--- src/hw/rtl/sieve_trigger_generator_top_macros.svh ---
// Assertion macros for the sieve trigger generator
`ifndef SIEVE_TRIGGER_GENERATOR_TOP_MACROS_SVH
`define SIEVE_TRIGGER_GENERATOR_TOP_MACROS_SVH

`ifndef SYNTH
// same-cycle implication, checked out of reset
`define STG_ASSERT_IMPLY(label, clk, rst_n, ante, cons) \
    label: assert property (@(posedge clk) disable iff (!rst_n) (ante) |-> (cons)) \
        else $error("stg assertion failed");
// next-cycle implication, checked out of reset
`define STG_ASSERT_NEXT(label, clk, rst_n, ante, cons) \
    label: assert property (@(posedge clk) disable iff (!rst_n) (ante) |=> (cons)) \
        else $error("stg assertion failed");
`else
`define STG_ASSERT_IMPLY(label, clk, rst_n, ante, cons)
`define STG_ASSERT_NEXT(label, clk, rst_n, ante, cons)
`endif

`endif

--- src/hw/rtl/stg_pkg.sv ---
// Shared types, constants and helpers of the sieve trigger generator
`default_nettype none
package stg_pkg;

    localparam int MAX_PERIOD  = 64;
    localparam int PERIOD_W    = $clog2(MAX_PERIOD) + 1;
    localparam int RES_W       = 6;
    localparam int PHASE_W     = 48;
    localparam int FRAC_W      = 16;
    localparam int INT_W       = 32;
    localparam int DIFF_W      = INT_W + 1;
    localparam int CFG_INDEX_W = 2;
    localparam int CFG_DATA_W  = 64;

    // register indexes
    localparam logic [CFG_INDEX_W-1:0] CFG_IDX_PERIOD = 2'd0;
    localparam logic [CFG_INDEX_W-1:0] CFG_IDX_SHIFT  = 2'd1;
    localparam logic [CFG_INDEX_W-1:0] CFG_IDX_MASK   = 2'd2;

    typedef struct packed {
        logic signed [31:0] rate_step;
        logic [16:0]        gate_width;
    } stg_in_t;

    typedef struct packed {
        logic             trigger;
        logic [RES_W-1:0] residue;
    } stg_out_t;

    // request to the residue unit
    typedef struct packed {
        logic                     start;
        logic                     take;
        logic signed [DIFF_W-1:0] diff;
        logic [PERIOD_W-1:0]      period;
    } stg_req_t;

    // status from the residue unit
    typedef struct packed {
        logic             valid;
        logic [RES_W-1:0] residue;
    } stg_rsp_t;

    // zero period acts as 1, large periods saturate
    function automatic logic [PERIOD_W-1:0] eff_period(input logic [PERIOD_W-1:0] p);
        logic [PERIOD_W-1:0] r;
        r = p;
        if (p == '0)
        begin
            r = PERIOD_W'(1);
        end
        else if (p > PERIOD_W'(MAX_PERIOD))
        begin
            r = PERIOD_W'(MAX_PERIOD);
        end
        return r;
    endfunction

endpackage
`default_nettype wire

--- src/hw/rtl/stg_residue_unit.sv ---
// Bit-serial floored modulo of a signed difference by the period
`default_nettype none
module stg_residue_unit import stg_pkg::*; (
    input  logic     clk,
    input  logic     rst_n,
    input  stg_req_t req,
    output stg_rsp_t rsp
);

    localparam int CNT_W = $clog2(DIFF_W);

    typedef enum logic [2:0] {
        ST_IDLE,
        ST_ABS,
        ST_DIV,
        ST_FIX,
        ST_HOLD
    } state_t;

    state_t                   state_reg;
    logic signed [DIFF_W-1:0] diff_reg;
    logic [DIFF_W-1:0]        mag_reg;
    logic                     neg_reg;
    logic [PERIOD_W-1:0]      period_reg;
    logic [RES_W-1:0]         rem_reg;
    logic [CNT_W-1:0]         cnt_reg;

    logic [PERIOD_W-1:0] trial;
    logic                fits;
    logic [PERIOD_W-1:0] trial_sub;
    logic [PERIOD_W-1:0] fix_sub;

    // one restoring step: bring in the next magnitude bit
    assign trial     = {rem_reg, mag_reg[DIFF_W-1]};
    assign fits      = (trial >= period_reg);
    assign trial_sub = trial - period_reg;
    // negative dividend with nonzero remainder wraps to period - rem
    assign fix_sub   = period_reg - {1'b0, rem_reg};

    always_ff @(posedge clk or negedge rst_n)
    begin
        if (!rst_n)
        begin
            state_reg <= ST_IDLE;
        end
        else
        begin
            unique case (state_reg)
                ST_IDLE:
                begin
                    if (req.start)
                    begin
                        diff_reg   <= req.diff;
                        period_reg <= req.period;
                        state_reg  <= ST_ABS;
                    end
                end
                ST_ABS:
                begin
                    neg_reg   <= diff_reg[DIFF_W-1];
                    mag_reg   <= diff_reg[DIFF_W-1] ? DIFF_W'(-diff_reg) : DIFF_W'(diff_reg);
                    rem_reg   <= '0;
                    cnt_reg   <= '0;
                    state_reg <= ST_DIV;
                end
                ST_DIV:
                begin
                    rem_reg <= fits ? trial_sub[RES_W-1:0] : trial[RES_W-1:0];
                    mag_reg <= {mag_reg[DIFF_W-2:0], 1'b0};
                    cnt_reg <= cnt_reg + CNT_W'(1);
                    if (cnt_reg == CNT_W'(DIFF_W - 1))
                    begin
                        state_reg <= ST_FIX;
                    end
                end
                ST_FIX:
                begin
                    if (neg_reg && (rem_reg != '0))
                    begin
                        rem_reg <= fix_sub[RES_W-1:0];
                    end
                    state_reg <= ST_HOLD;
                end
                ST_HOLD:
                begin
                    if (req.take)
                    begin
                        state_reg <= ST_IDLE;
                    end
                end
                default:
                begin
                    state_reg <= ST_IDLE;
                end
            endcase
        end
    end

    assign rsp.valid   = (state_reg == ST_HOLD);
    assign rsp.residue = rem_reg;

endmodule
`default_nettype wire

--- src/hw/rtl/sieve_trigger_generator_top.sv ---
// Sieve trigger generator: phase accumulator, residue test and output register
// Each accepted sample is reduced to a residue by a bit-serial remainder unit that
// handles one bit of the 33-bit shifted integer phase per cycle; in_stall stays high
// from acceptance until the sample's result reaches the output register. The finished
// request is held in the output register while the next sample is accepted.
// Configuration writes are always ready and take effect at once; write them only
// while no sample is open.
`default_nettype none
`include "sieve_trigger_generator_top_macros.svh"
module sieve_trigger_generator_top import stg_pkg::*; (
    input  logic                   clk,
    input  logic                   rst_n,
    input  logic                   in_valid,
    output logic                   in_stall,
    input  stg_in_t                in_data,
    output logic                   out_valid,
    input  logic                   out_stall,
    output stg_out_t               out_data,
    input  logic                   cfg_valid,
    output logic                   cfg_ready,
    input  logic [CFG_INDEX_W-1:0] cfg_index,
    input  logic [CFG_DATA_W-1:0]  cfg_data
);

    logic [PERIOD_W-1:0]      period_reg;
    logic signed [INT_W-1:0]  shift_reg;
    logic [CFG_DATA_W-1:0]    mask_reg;
    logic [PHASE_W-1:0]       phase_reg;
    logic [PHASE_W-1:0]       phase_next;
    logic                     busy_reg;
    logic                     busy_next;
    logic                     gate_ok_reg;
    logic                     out_valid_reg;
    logic                     out_valid_next;
    stg_out_t                 out_data_reg;

    logic                     in_accept;
    logic                     take;
    logic                     gate_ok;
    logic signed [DIFF_W-1:0] diff;
    logic [PERIOD_W-1:0]      period_eff;
    stg_req_t                 req;
    stg_rsp_t                 rsp;

    assign in_stall   = busy_reg;
    assign in_accept  = in_valid && !busy_reg;
    assign cfg_ready  = 1'b1;
    assign period_eff = eff_period(period_reg);

    // shifted integer phase and fraction test of the current phase
    assign diff    = DIFF_W'($signed(phase_reg[PHASE_W-1:FRAC_W]))
                   - DIFF_W'(shift_reg);
    assign gate_ok = ({1'b0, phase_reg[FRAC_W-1:0]} <= in_data.gate_width);

    // phase advance with sign-extended step, wraps at 48 bits
    assign phase_next = in_accept
                      ? phase_reg + PHASE_W'($signed(in_data.rate_step))
                      : phase_reg;

    // residue moves to the output register once the slot is free
    assign take           = rsp.valid && (!out_valid_reg || !out_stall);
    assign out_valid_next = take ? 1'b1 : (out_valid_reg && out_stall);
    assign busy_next      = in_accept ? 1'b1 : (take ? 1'b0 : busy_reg);

    assign req.start  = in_accept;
    assign req.take   = take;
    assign req.diff   = diff;
    assign req.period = period_eff;

    stg_residue_unit u_residue (
        .clk   (clk),
        .rst_n (rst_n),
        .req   (req),
        .rsp   (rsp)
    );

    // configuration registers
    always_ff @(posedge clk or negedge rst_n)
    begin
        if (!rst_n)
        begin
            period_reg <= PERIOD_W'(1);
            shift_reg  <= '0;
            mask_reg   <= '0;
        end
        else if (cfg_valid && cfg_ready)
        begin
            unique case (cfg_index)
                CFG_IDX_PERIOD: period_reg <= cfg_data[PERIOD_W-1:0];
                CFG_IDX_SHIFT:  shift_reg  <= cfg_data[INT_W-1:0];
                CFG_IDX_MASK:   mask_reg   <= cfg_data;
                default:        ;
            endcase
        end
    end

    // phase and control
    always_ff @(posedge clk or negedge rst_n)
    begin
        if (!rst_n)
        begin
            phase_reg     <= '0;
            busy_reg      <= 1'b0;
            out_valid_reg <= 1'b0;
        end
        else
        begin
            phase_reg     <= phase_next;
            busy_reg      <= busy_next;
            out_valid_reg <= out_valid_next;
        end
    end

    // payload registers
    always_ff @(posedge clk)
    begin
        if (in_accept)
        begin
            gate_ok_reg <= gate_ok;
        end
        if (take)
        begin
            out_data_reg.trigger <= gate_ok_reg && mask_reg[rsp.residue];
            out_data_reg.residue <= rsp.residue;
        end
    end

    assign out_valid = out_valid_reg;
    assign out_data  = out_data_reg;

    // an accepted sample keeps the input stalled on the next cycle
    `STG_ASSERT_NEXT(a_busy_after_accept, clk, rst_n, in_accept, in_stall)
    // a finished residue only exists while a sample is open
    `STG_ASSERT_IMPLY(a_rsp_while_busy, clk, rst_n, rsp.valid, busy_reg)
    // delivered residue is below the effective period
    `STG_ASSERT_IMPLY(a_residue_range, clk, rst_n, out_valid_reg,
        {1'b0, out_data_reg.residue} < period_eff)

endmodule
`default_nettype wire

--- config.mk ---
export PLATFORM = sky130hd
export DESIGN_NAME = sieve_trigger_generator_top
export DESIGN_NICKNAME = d
export VERILOG_FILES = /design/src/hw/rtl/stg_pkg.sv /design/src/hw/rtl/stg_residue_unit.sv /design/src/hw/rtl/sieve_trigger_generator_top.sv
export VERILOG_INCLUDE_DIRS = /design/src /design/src/hw/rtl
export SDC_FILE = /design/constraint.sdc
export NUM_CORES = 1
export LEC_CHECK = 0
export BUFFER_PORTS_ARGS = -buffer_cell sky130_fd_sc_hd__buf_4
export CAP_MARGIN = 20
export CELL_PAD_IN_SITES_DETAIL_PLACEMENT = 1
export CELL_PAD_IN_SITES_GLOBAL_PLACEMENT = 1
export CORE_ASPECT_RATIO = 1.75
export CORE_MARGIN = 3
export CORE_UTILIZATION = 45
export DETAILED_ROUTE_END_ITERATION = 8
export PLACE_DENSITY = 0.78
export SETUP_SLACK_MARGIN = 0.15
export SYNTH_ARGS = -nofsm -noshare
export SYNTH_HDL_FRONTEND = slang
export SYNTH_HIERARCHICAL = 1
export SYNTH_SLANG_ARGS = --single-unit
--- constraint.sdc ---
create_clock -name clk -period 3.5 [get_ports clk]
set_input_delay 0.7 -clock clk [delete_from_list [all_inputs] [get_ports clk]]
set_output_delay 0.7 -clock clk [all_outputs]
set_load 0.05 [all_outputs]
# == Yosys cells after proc, flatten, opt, wreduce, memory -nomap -nowiden ==
# Index checks and enable logic that the tools add are counted.
# classes
addsub,6
n_lt_le_gt_ge,4
n_mux,16
n_reduce_logical,25
eq_ne,11
# ops
cell,count
one-hot mux 33 bit (2 select lines),1
adder 48 bit,1
2-to-1 mux 33 bit,1
negator 33 bit,1
subtractor 32 x 32 -> 33 bit,1
one-hot mux 6 bit (3 select lines),1
less-or-equal comparator 16 x 17 -> 1 bit,1
one-hot mux 3 bit (5 select lines),1
2-to-1 mux 6 bit,2
one-hot mux 6 bit (2 select lines),1
subtractor 6 bit,2
AND reduction 2 bit,5
2-to-1 mux 3 bit,3
AND reduction 3 bit,3
>= comparator 7 bit,1
greater-than comparator 7 bit (second input constant),1
zero test 7 bit,1
less-than comparator 6 x 7 -> 1 bit (second input constant),1
2-to-1 mux 7 bit,1
adder 6 x 1 -> 6 bit (second input constant),1
binary-select mux 1 bit (select 6 bit),1
equality test 3 x 2 -> 1 bit (second input constant),2
equality test 6 bit (second input constant),1
nonzero test 6 bit,1
other kinds (15),27
# word_totals
out_inout_bits,10
elab_cells,79
register_bits,250
inputBits,120

# == Longest topological paths before layout ==
# Gate-level depths: netlist of run 1.
# depth
ltp_word,5
ltp_mapped,12
depth_no_buf,12

# == Cells and area by module ==
# The synthesis of run 1 kept the hierarchy.
# modules_own_cells
module,instances,area_per_inst_um2,cells_per_inst
sieve_trigger_generator_top,1,11162.0,1136
stg_residue_unit,1,4533.1,382

# == Least setup slack after synthesis of run 1 ==
# No wires, ideal clock.
# synth_path
path_kind,input -> register
from,input port in_data[17] (netlist bit)
to,register phase_reg[36]
arrival_time_ns,2.989
n_path_buf,0
setup_slack_ns,0.377
stages,11
path_cell_list,ha_1 -> fa_1 -> a211oi_1 -> o21ai_1 -> o211ai_1 -> a21oi_1 -> or3_1 -> and2_1 -> a41oi_2 -> xor2_1 -> o21ai_0
# synth_via
elab_chain_cells,1
# synth_rtl
element,line,text
from (decl),sieve_trigger_generator_top.sv:15,"input stg_in_t in_data,"
adder 48 bit,sieve_trigger_generator_top.sv:57,? phase_reg + PHASE_W'($signed(in_data.rate_step))
to (signal assigned),sieve_trigger_generator_top.sv:108,phase_reg <= phase_next;
to (decl),sieve_trigger_generator_top.sv:28,logic [PHASE_W-1:0] phase_reg;
# No other way between the ends.
# A chain may end at the register's enable or synchronous reset.

# == Final worst setup path of run 1 ==
# layout_path
from,register shift_reg[1]
to,register u_residue.diff_reg[31] (data pin)
# layout_via
elab_chain_cells,1
# layout_rtl
element,line,text
from (decl),sieve_trigger_generator_top.sv:26,logic signed [INT_W-1:0] shift_reg;
from (signal assigned),sieve_trigger_generator_top.sv:90,CFG_IDX_SHIFT: shift_reg <= cfg_data[INT_W-1:0];
subtractor 32 x 32 -> 33 bit,sieve_trigger_generator_top.sv:52,- DIFF_W'(shift_reg);
via diff[31],sieve_trigger_generator_top.sv:40,logic signed [DIFF_W-1:0] diff;
to (signal assigned),stg_residue_unit.sv:53,diff_reg <= req.diff;
to (decl),stg_residue_unit.sv:21,logic signed [DIFF_W-1:0] diff_reg;
# The timed path passes the listed nets, and every way through them passes these cells.

==> impl_metrics.py, run 1 <==
metrics = {
    "clock_tree": {
        "htreeDepth": 1,
        "holdBufCountCts": 0,
        "cts_tree": "built",
        "cts-root-buf": "clkbuf_16",
        "path_clk_slew_ns": 0.07,
        "cts_num_sinks": 250,
        "clk-insertion-delay-late_ns": 0.56,
        "cts_buffer_depth": 3,
        "cts_made_buffers": 25,
    },
    "cells_and_area": {
        "n_antenna_cell": 0,
        "drive_above_1_share_pct": 21.65,
        "largest_reg_flops": 64,
        "nets": 1892,
        "synthToLayoutAreaGrowth_pct": 16.48,
        "fin_util_pct": 53.65,
    },
    "setup_path": {
        "arrival_ns": 3.50,
        "critPathCapture": "u_residue/diff_reg[31]",
        "path_class": "reg -> reg",
        "r2r-end": "u_residue/diff_reg[31]",
        "reg2reg_depth": 11,
        "startpoint": "shift_reg[1]",
        "critPathLaunchType": "flip-flop",
        "cp-end-kind": "flip-flop",
        "crit_fanout": 5,
        "rrSetupSlack_ns": 0.30,
        "timing.rr.start": "shift_reg[1]",
        "cp.required_ns": 3.80,
    },
    "route": {
        "wl_per_cell_um": 20.72,
        "via_per_inst": 5.687,
        "vias": 12120,
        "drtPass1Iterations": 4,
        "routed_wl_um": 44170,
        "drc": 0,
        "drtIter0Drc": 419,
        "antenna_left": 0,
    },
    "sta": {
        "clock.fmax_mhz": 312.2,
        "hold_viol_final": 0,
        "fin_crit_sh_pct": 91.51,
        "timing.slew.headroom_pct": 28.62,
        "fin_worst_skew_ns": 0.02080,
        "slew_viol_final": 0,
        "rsz0062_at_grt": "true",
        "tightest_slew_ns": 1.071,
        "layout_min_cycle_time_ns": 3.203,
        "setup_viol": 0,
    },
    "placement": {
        "hpwl_um": 33730,
        "portBuffers": 128,
        "gp_congestion": 0.8550,
    },
    "pwr": {
        "p_leak_nw": 8.079,
        "powerDensity_nw_per_um2": 848.6,
        "total_power_mw": 15.51,
        "ir_drop_uv": 455.9,
    },
    "logic_synthesis": {
        "synth_cell_types": 79,
        "avgSynthCellArea_um2": 10.34,
        "synth_fp_nets": 1752,
        "synth-edff-count": 94,
        "syn-cell-area_um2": 15700,
        "ys_seq_elements": 250,
        "synthCells": 1518,
        "yosysWarnings": 6,
        "yosysSeqAreaShare_pct": 42.87,
        "synthFlopType": "dfrtp_1",
        "async_flop_share_pct": 62.40,
    },
    "floorplan": {
        "die_h_um": 253.1,
        "core_um2": 34080,
        "die_w_um": 147.2,
        "dieArea_um2": 37240,
        "io_pins": 130,
        "num_rows": 89,
        "start_util_pct": 46.06,
    },
    "run_status": {
        "status": "completed",
    },
    "global_route": {
        "grt_max_degree": 114,
        "grt_pass1_wl_um": 71010,
        "first_global_vias": 13560,
        "grt_antenna_before_repair": 1,
        "grtUsageTotal_pct": 23.73,
        "grt_overflow_total": 0,
    },
    "run": {
        "drv_cap": 0,
    },
    "min_path": {
        "worstHoldPathType": "in -> async",
    },
}
[report_power, final]
group / switching (mW) / internal [mW] / total, mW
clock network: 1.25 / 1.78 / 3.04
logic: 4.43 / 3.28 / 7.71
registers: 0.637 / 4.13 / 4.76
total: 6.32 / 9.19 / 15.5
[cells by family after synthesis]
family / after synthesis / synth area share, %
xor+xnor: 103 / 5.748
flops: 250 / 42.87
simple gates: 361 / 11.46
compound gates: 403 / 15.93
other cells: 1 / 0.02389
fa+ha+maj: 114 / 9.279
buf+inv: 154 / 3.779
mux: 132 / 10.91
[how the worst min path moves through the flow]
stage	from	to	slack (ns)	depth (start not counted)
floorplan	rst_n	in_stall	0.40	0
global placement	mask_reg[4]	mask_reg[4]	0.48	1
detailed placement	mask_reg[43]	mask_reg[43]	0.49	1
CTS	rst_n	shift_reg[12]	0.07	1
global route	rst_n	shift_reg[12]	0.09	1
finish	rst_n	shift_reg[12]	0.07	1
[worst max-delay path, stage by stage (launching register included)]
cell and delay [ns]:
dfrtp_1 0.40, inv_1 0.06, ha_1 0.28, nor2b_1 0.13
o21ai_1 0.22, a21oi_1 0.16, a31oi_1 0.36, a21oi_1 0.20
o21ai_1 0.30, o21ai_1 0.22, or4_1 0.42, and4_1 0.20
[cell usage in the layout, fill, tap and decap left out, types with 8 or more instances in the layout]
cell type / Yosys / final
o21ai_0: 119 / 117
nor2_1: 62 / 62
ha_1: 110 / 110
and2_1: 10 / 10
dfrtp_1: 155 / 155
a211oi_1: 9 / 9
o211ai_1: 8 / 8
nor2b_1: 14 / 14
and3_1: 15 / 15
o21ai_1: 21 / 23
mux2_2: 103 / 103
xnor2_1: 41 / 41
a31oi_1: 14 / 13
buf_4: 2 / 166
edfxtp_1: 94 / 94
nor3_1: 22 / 22
clkbuf_16: 0 / 26
nand3_1: 20 / 20
nand4_1: 22 / 22
mux2i_1: 8 / 8
o31ai_1: 9 / 9
o21bai_1: 15 / 15
a21o_1: 48 / 48
xor2_1: 62 / 62
inv_1: 98 / 98
nand2b_1: 11 / 11
mux4_2: 21 / 21
nand2_1: 141 / 140
a21oi_1: 105 / 104
o21a_1: 8 / 8
[synth_stat cells, types with 4 or more instances]
cell	n	area, um2
a2111oi_0	5	43.79
fa_1	4	80.08
a211o_1	4	35.03
inv_1	98	367.9
dfrtp_1	155	3879
o31ai_1	9	67.56
nand2b_1	11	68.82
edfxtp_1	94	2823
nor2_1	62	232.7
and2_1	10	62.56
mux2_2	103	1160
nor3_1	22	110.1
o21ai_0	119	595.6
o21bai_1	15	112.6
mux4_2	21	473.0
mux2i_1	8	80.08
nand4_1	22	137.6
or3_1	6	37.54
o31a_1	4	35.03
or2_2	6	37.54
xor2_1	62	543.0
and3_1	15	93.84
ha_1	110	1376
a31oi_1	14	87.58
o21a_1	8	60.06
o21ai_1	21	105.1
nand2_1	141	529.3
a21o_1	48	360.4
o211ai_1	8	60.06
clkbuf_1	50	187.7
a21oi_1	105	525.5
nor4b_1	5	43.79
nand3_1	20	100.1
or4_1	5	37.54
nor2b_1	14	87.58
xnor2_1	41	359.1
a211oi_1	9	67.56
[what timing repair did]
action / 4_1_cts / 5_1_grt
pin swaps: 0 / 0
endpoints found under the setup margin: 1 / 6
setup buffers: 0 / 0
gates resized for setup: 1 / 4
[area by class of cell]
cell class	instances	area (um2)
Fill cell	3828	15790
Timing Repair Buffer	169	1297
Clock inverter	18	246.5
Inverter	98	367.9
Clock buffer	28	678.2
Sequential cell	250	6728
Multi-Input combinational cell	1114	8394
Tap cell	455	569.3
[layer usage]
metal	up-vias	part of all wire [%]	track usage (%)
li1	5795	-	-
met1	6063	37	25.34
met2	186	56	47.36
met3	80	2.4	2.131
met4	0	3.9	9.251
met5	-	0	0
[metrics by stage]
stage | hold WS (ns) | cell area [um2] | worst slack [ns] | instances | TNS, ns
6_report | 0.06869 | 18280 | 0.2973 | 2132 | 0
5_1_grt | 0.09066 | 18280 | 0.1477 | 2132 | 0
4_1_cts | 0.06681 | 18270 | 0.1676 | 2132 | 0
3_5_place_dp | 0.4887 | 17340 | -0.03832 | 2086 | -0.03832
3_3_place_gp | 0.4826 | 17340 | -0.006030 | 2086 | -0.006030
2_1_floorplan | 0.4044 | 15700 | 0.3772 | 1518 | 0
Power figures use the tool's default switching activity.
==> run 2: changes to the inputs <==
- CORE_UTILIZATION: 45 -> 44
- PLACE_DENSITY: 0.78 -> 0.8
- clock period: 3.5 -> 2.6 ns (I/O delays scaled with it)
==> run 2 against run 1 <==
The flow now finishes with violations (setup timing). Non-clock buffer count increased by 246. Register-to-register slack got worse by 0.79 ns. Sequential cell count unchanged. Global-route usage increased by 4.8 points. Power increased by 81%. Die area increased by 2.2%. Critical path depth increased by 2. Sequential power increased by 37%.
==> impl_metrics.py, run 2 (synthesized netlist as in run 1, its figures left out) <==
metrics = {
    "min_path": {
        "worstHoldPathType": "in -> reg",
    },
    "cells_and_area": {
        "n_antenna_cell": 0,
        "final_cell_mix": "374 x buf_4, 153 x dfrtp_1, 135 x nand2_1",
        "final_area_um2": 21530,
        "mostFrequentLayoutCell": "buf_4",
        "largest_reg_flops": 64,
        "instances_no_fill": 2383,
        "nets": 2138,
        "fin_util_pct": 61.88,
        "synthToLayoutAreaGrowth_pct": 37.18,
        "drive_above_1_share_pct": 40.09,
    },
    "placement": {
        "dp_cells": 2257,
        "portBuffers": 128,
        "hpwl_um": 37630,
        "post-place-ws_ns": -0.6895,
        "gp_congestion": 0.8844,
        "dpl-instance-area_um2": 18790,
    },
    "sta": {
        "setup_tns_ns": -10.48,
        "rsz0062_at_grt": "true",
        "holdWs_ns": 0.1770,
        "layout_min_cycle_time_ns": 3.094,
        "hold_viol_final": 0,
        "tightest_slew_ns": 0.8676,
        "clock.fmax_mhz": 323.2,
        "slew_viol_final": 0,
        "timing.final.ws_setup_ns": -0.4942,
        "timing.slew.headroom_pct": 42.16,
        "fin_worst_skew_ns": 0.02462,
        "setup_viol": 48,
        "fin_crit_sh_pct": 119.0,
    },
    "floorplan": {
        "start_util_pct": 45.11,
        "dieArea_um2": 38060,
        "die_w_um": 148.8,
        "die_h_um": 255.8,
        "io_pins": 130,
        "core_um2": 34800,
        "num_rows": 90,
    },
    "run_status": {
        "violations": "setup timing",
        "status": "complete, but fails checks",
    },
    "pwr": {
        "powerDensity_nw_per_um2": 1302,
        "p_switching_mw": 12.37,
        "total_power_mw": 28.02,
        "p_comb_share_pct": 62.2,
        "intPower_mw": 15.65,
        "ir_drop_uv": 778.0,
        "clkPwrFrac_pct": 14.5,
        "swShare_pct": 44.14,
        "p_leak_nw": 9.514,
        "p_seq_share_pct": 23.3,
    },
    "clock_tree": {
        "path_clk_slew_ns": 0.08,
        "htreeDepth": 1,
        "cts-root-buf": "clkbuf_16",
        "cts_made_buffers": 25,
        "cts_num_sinks": 250,
        "cts_tree": "built",
        "clk-insertion-delay-late_ns": 0.56,
        "cts_buffer_depth": 3,
    },
    "global_route": {
        "grt_pass1_wl_um": 86410,
        "grtUsageTotal_pct": 28.48,
        "grt_max_degree": 144,
        "grt_antenna_before_repair": 0,
        "grt_overflow_total": 0,
        "first_global_vias": 15650,
    },
    "setup_path": {
        "crit_fanout": 4,
        "critPathLaunchType": "flip-flop",
        "path_class": "reg -> reg",
        "cp-end-kind": "flip-flop",
        "arrival_ns": 3.50,
        "cp.required_ns": 3.01,
    },
    "route": {
        "drtIter0Drc": 1185,
        "antenna_left": 0,
        "vias": 14980,
        "via_per_inst": 6.287,
        "routed_wl_um": 67520,
        "wl_per_cell_um": 28.33,
        "drc": 0,
        "drtPass1Iterations": 7,
    },
    "run": {
        "drv_cap": 0,
    },
}
## run 2: cell types whose count changed in the layout (fill, tap and decap cells not counted), sizes merged
cell	change
clkinvlp	+2
buf	+245
dlygate4sd3	+1
clkinv	-1
bufinv	-1
## run 2: final cells by class
type | instances | area (um2)
Fill cell | 3602 | 13270
Tap cell | 460 | 575.6
Clock inverter | 18 | 219.0
Inverter | 98 | 367.9
Clock buffer | 28 | 646.9
Timing Repair Buffer | 415 | 3341
Multi-Input combinational cell | 1114 | 9651
Sequential cell | 250 | 6730
## run 2: repair_timing
item,4_1_cts,5_1_grt
hold buffers,1,0
hold endpoints to repair,13,0
pin swaps,88,70
endpoints found under the setup margin,68,75
resized for setup,147,119
setup buffers,38,40
cloned,1,0
## run 2: path summary, 6_finish.rpt
check                                    from       endpoint  cells past startpoint  slack [ns]
worst max-delay path            phase_reg[24]  phase_reg[31]                     13       -0.49
worst min-delay path                out_stall      out_valid                      2        0.18
worst max register to register  phase_reg[24]  phase_reg[31]                     13       -0.49
worst min register to register   mask_reg[37]   mask_reg[37]                      1        0.51
max in group asynchronous               rst_n   mask_reg[42]                      3        1.01
min in group asynchronous               rst_n   mask_reg[12]                      2        0.48
## run 2: worst max-delay path, stage by stage, from the launching register on
cell and delay, ns:
dfrtp_1 0.44, ha_1 0.37, buf_4 0.18, a21o_1 0.19, a21oi_1 0.30, nor2_1 0.15, nor2_1 0.27, o21ai_4 0.15
buf_6 0.15, buf_6 0.11, a21oi_4 0.13, buf_4 0.14, xor2_1 0.22, o21ai_0 0.13
## run 2: power groups by stage
stage               combinational [mW]  clock, mW  sequential [mW]
floorplan                         7.65          0             6.23
global placement                  11.9          0             6.31
detailed placement                12.6          0             6.40
CTS                               14.3       3.99             6.37
global route                      18.2       4.21             6.60
finish                            17.4       4.06             6.54
## run 2: routing by layer
metal | global-route usage (%) | share of wire [%] | vias up
li1 | - | - | 6302
met1 | 30.10 | 34 | 7598
met2 | 55.89 | 54 | 772
met3 | 3.153 | 5.0 | 310
met4 | 11.66 | 7.0 | 0
met5 | 0 | 0 | -
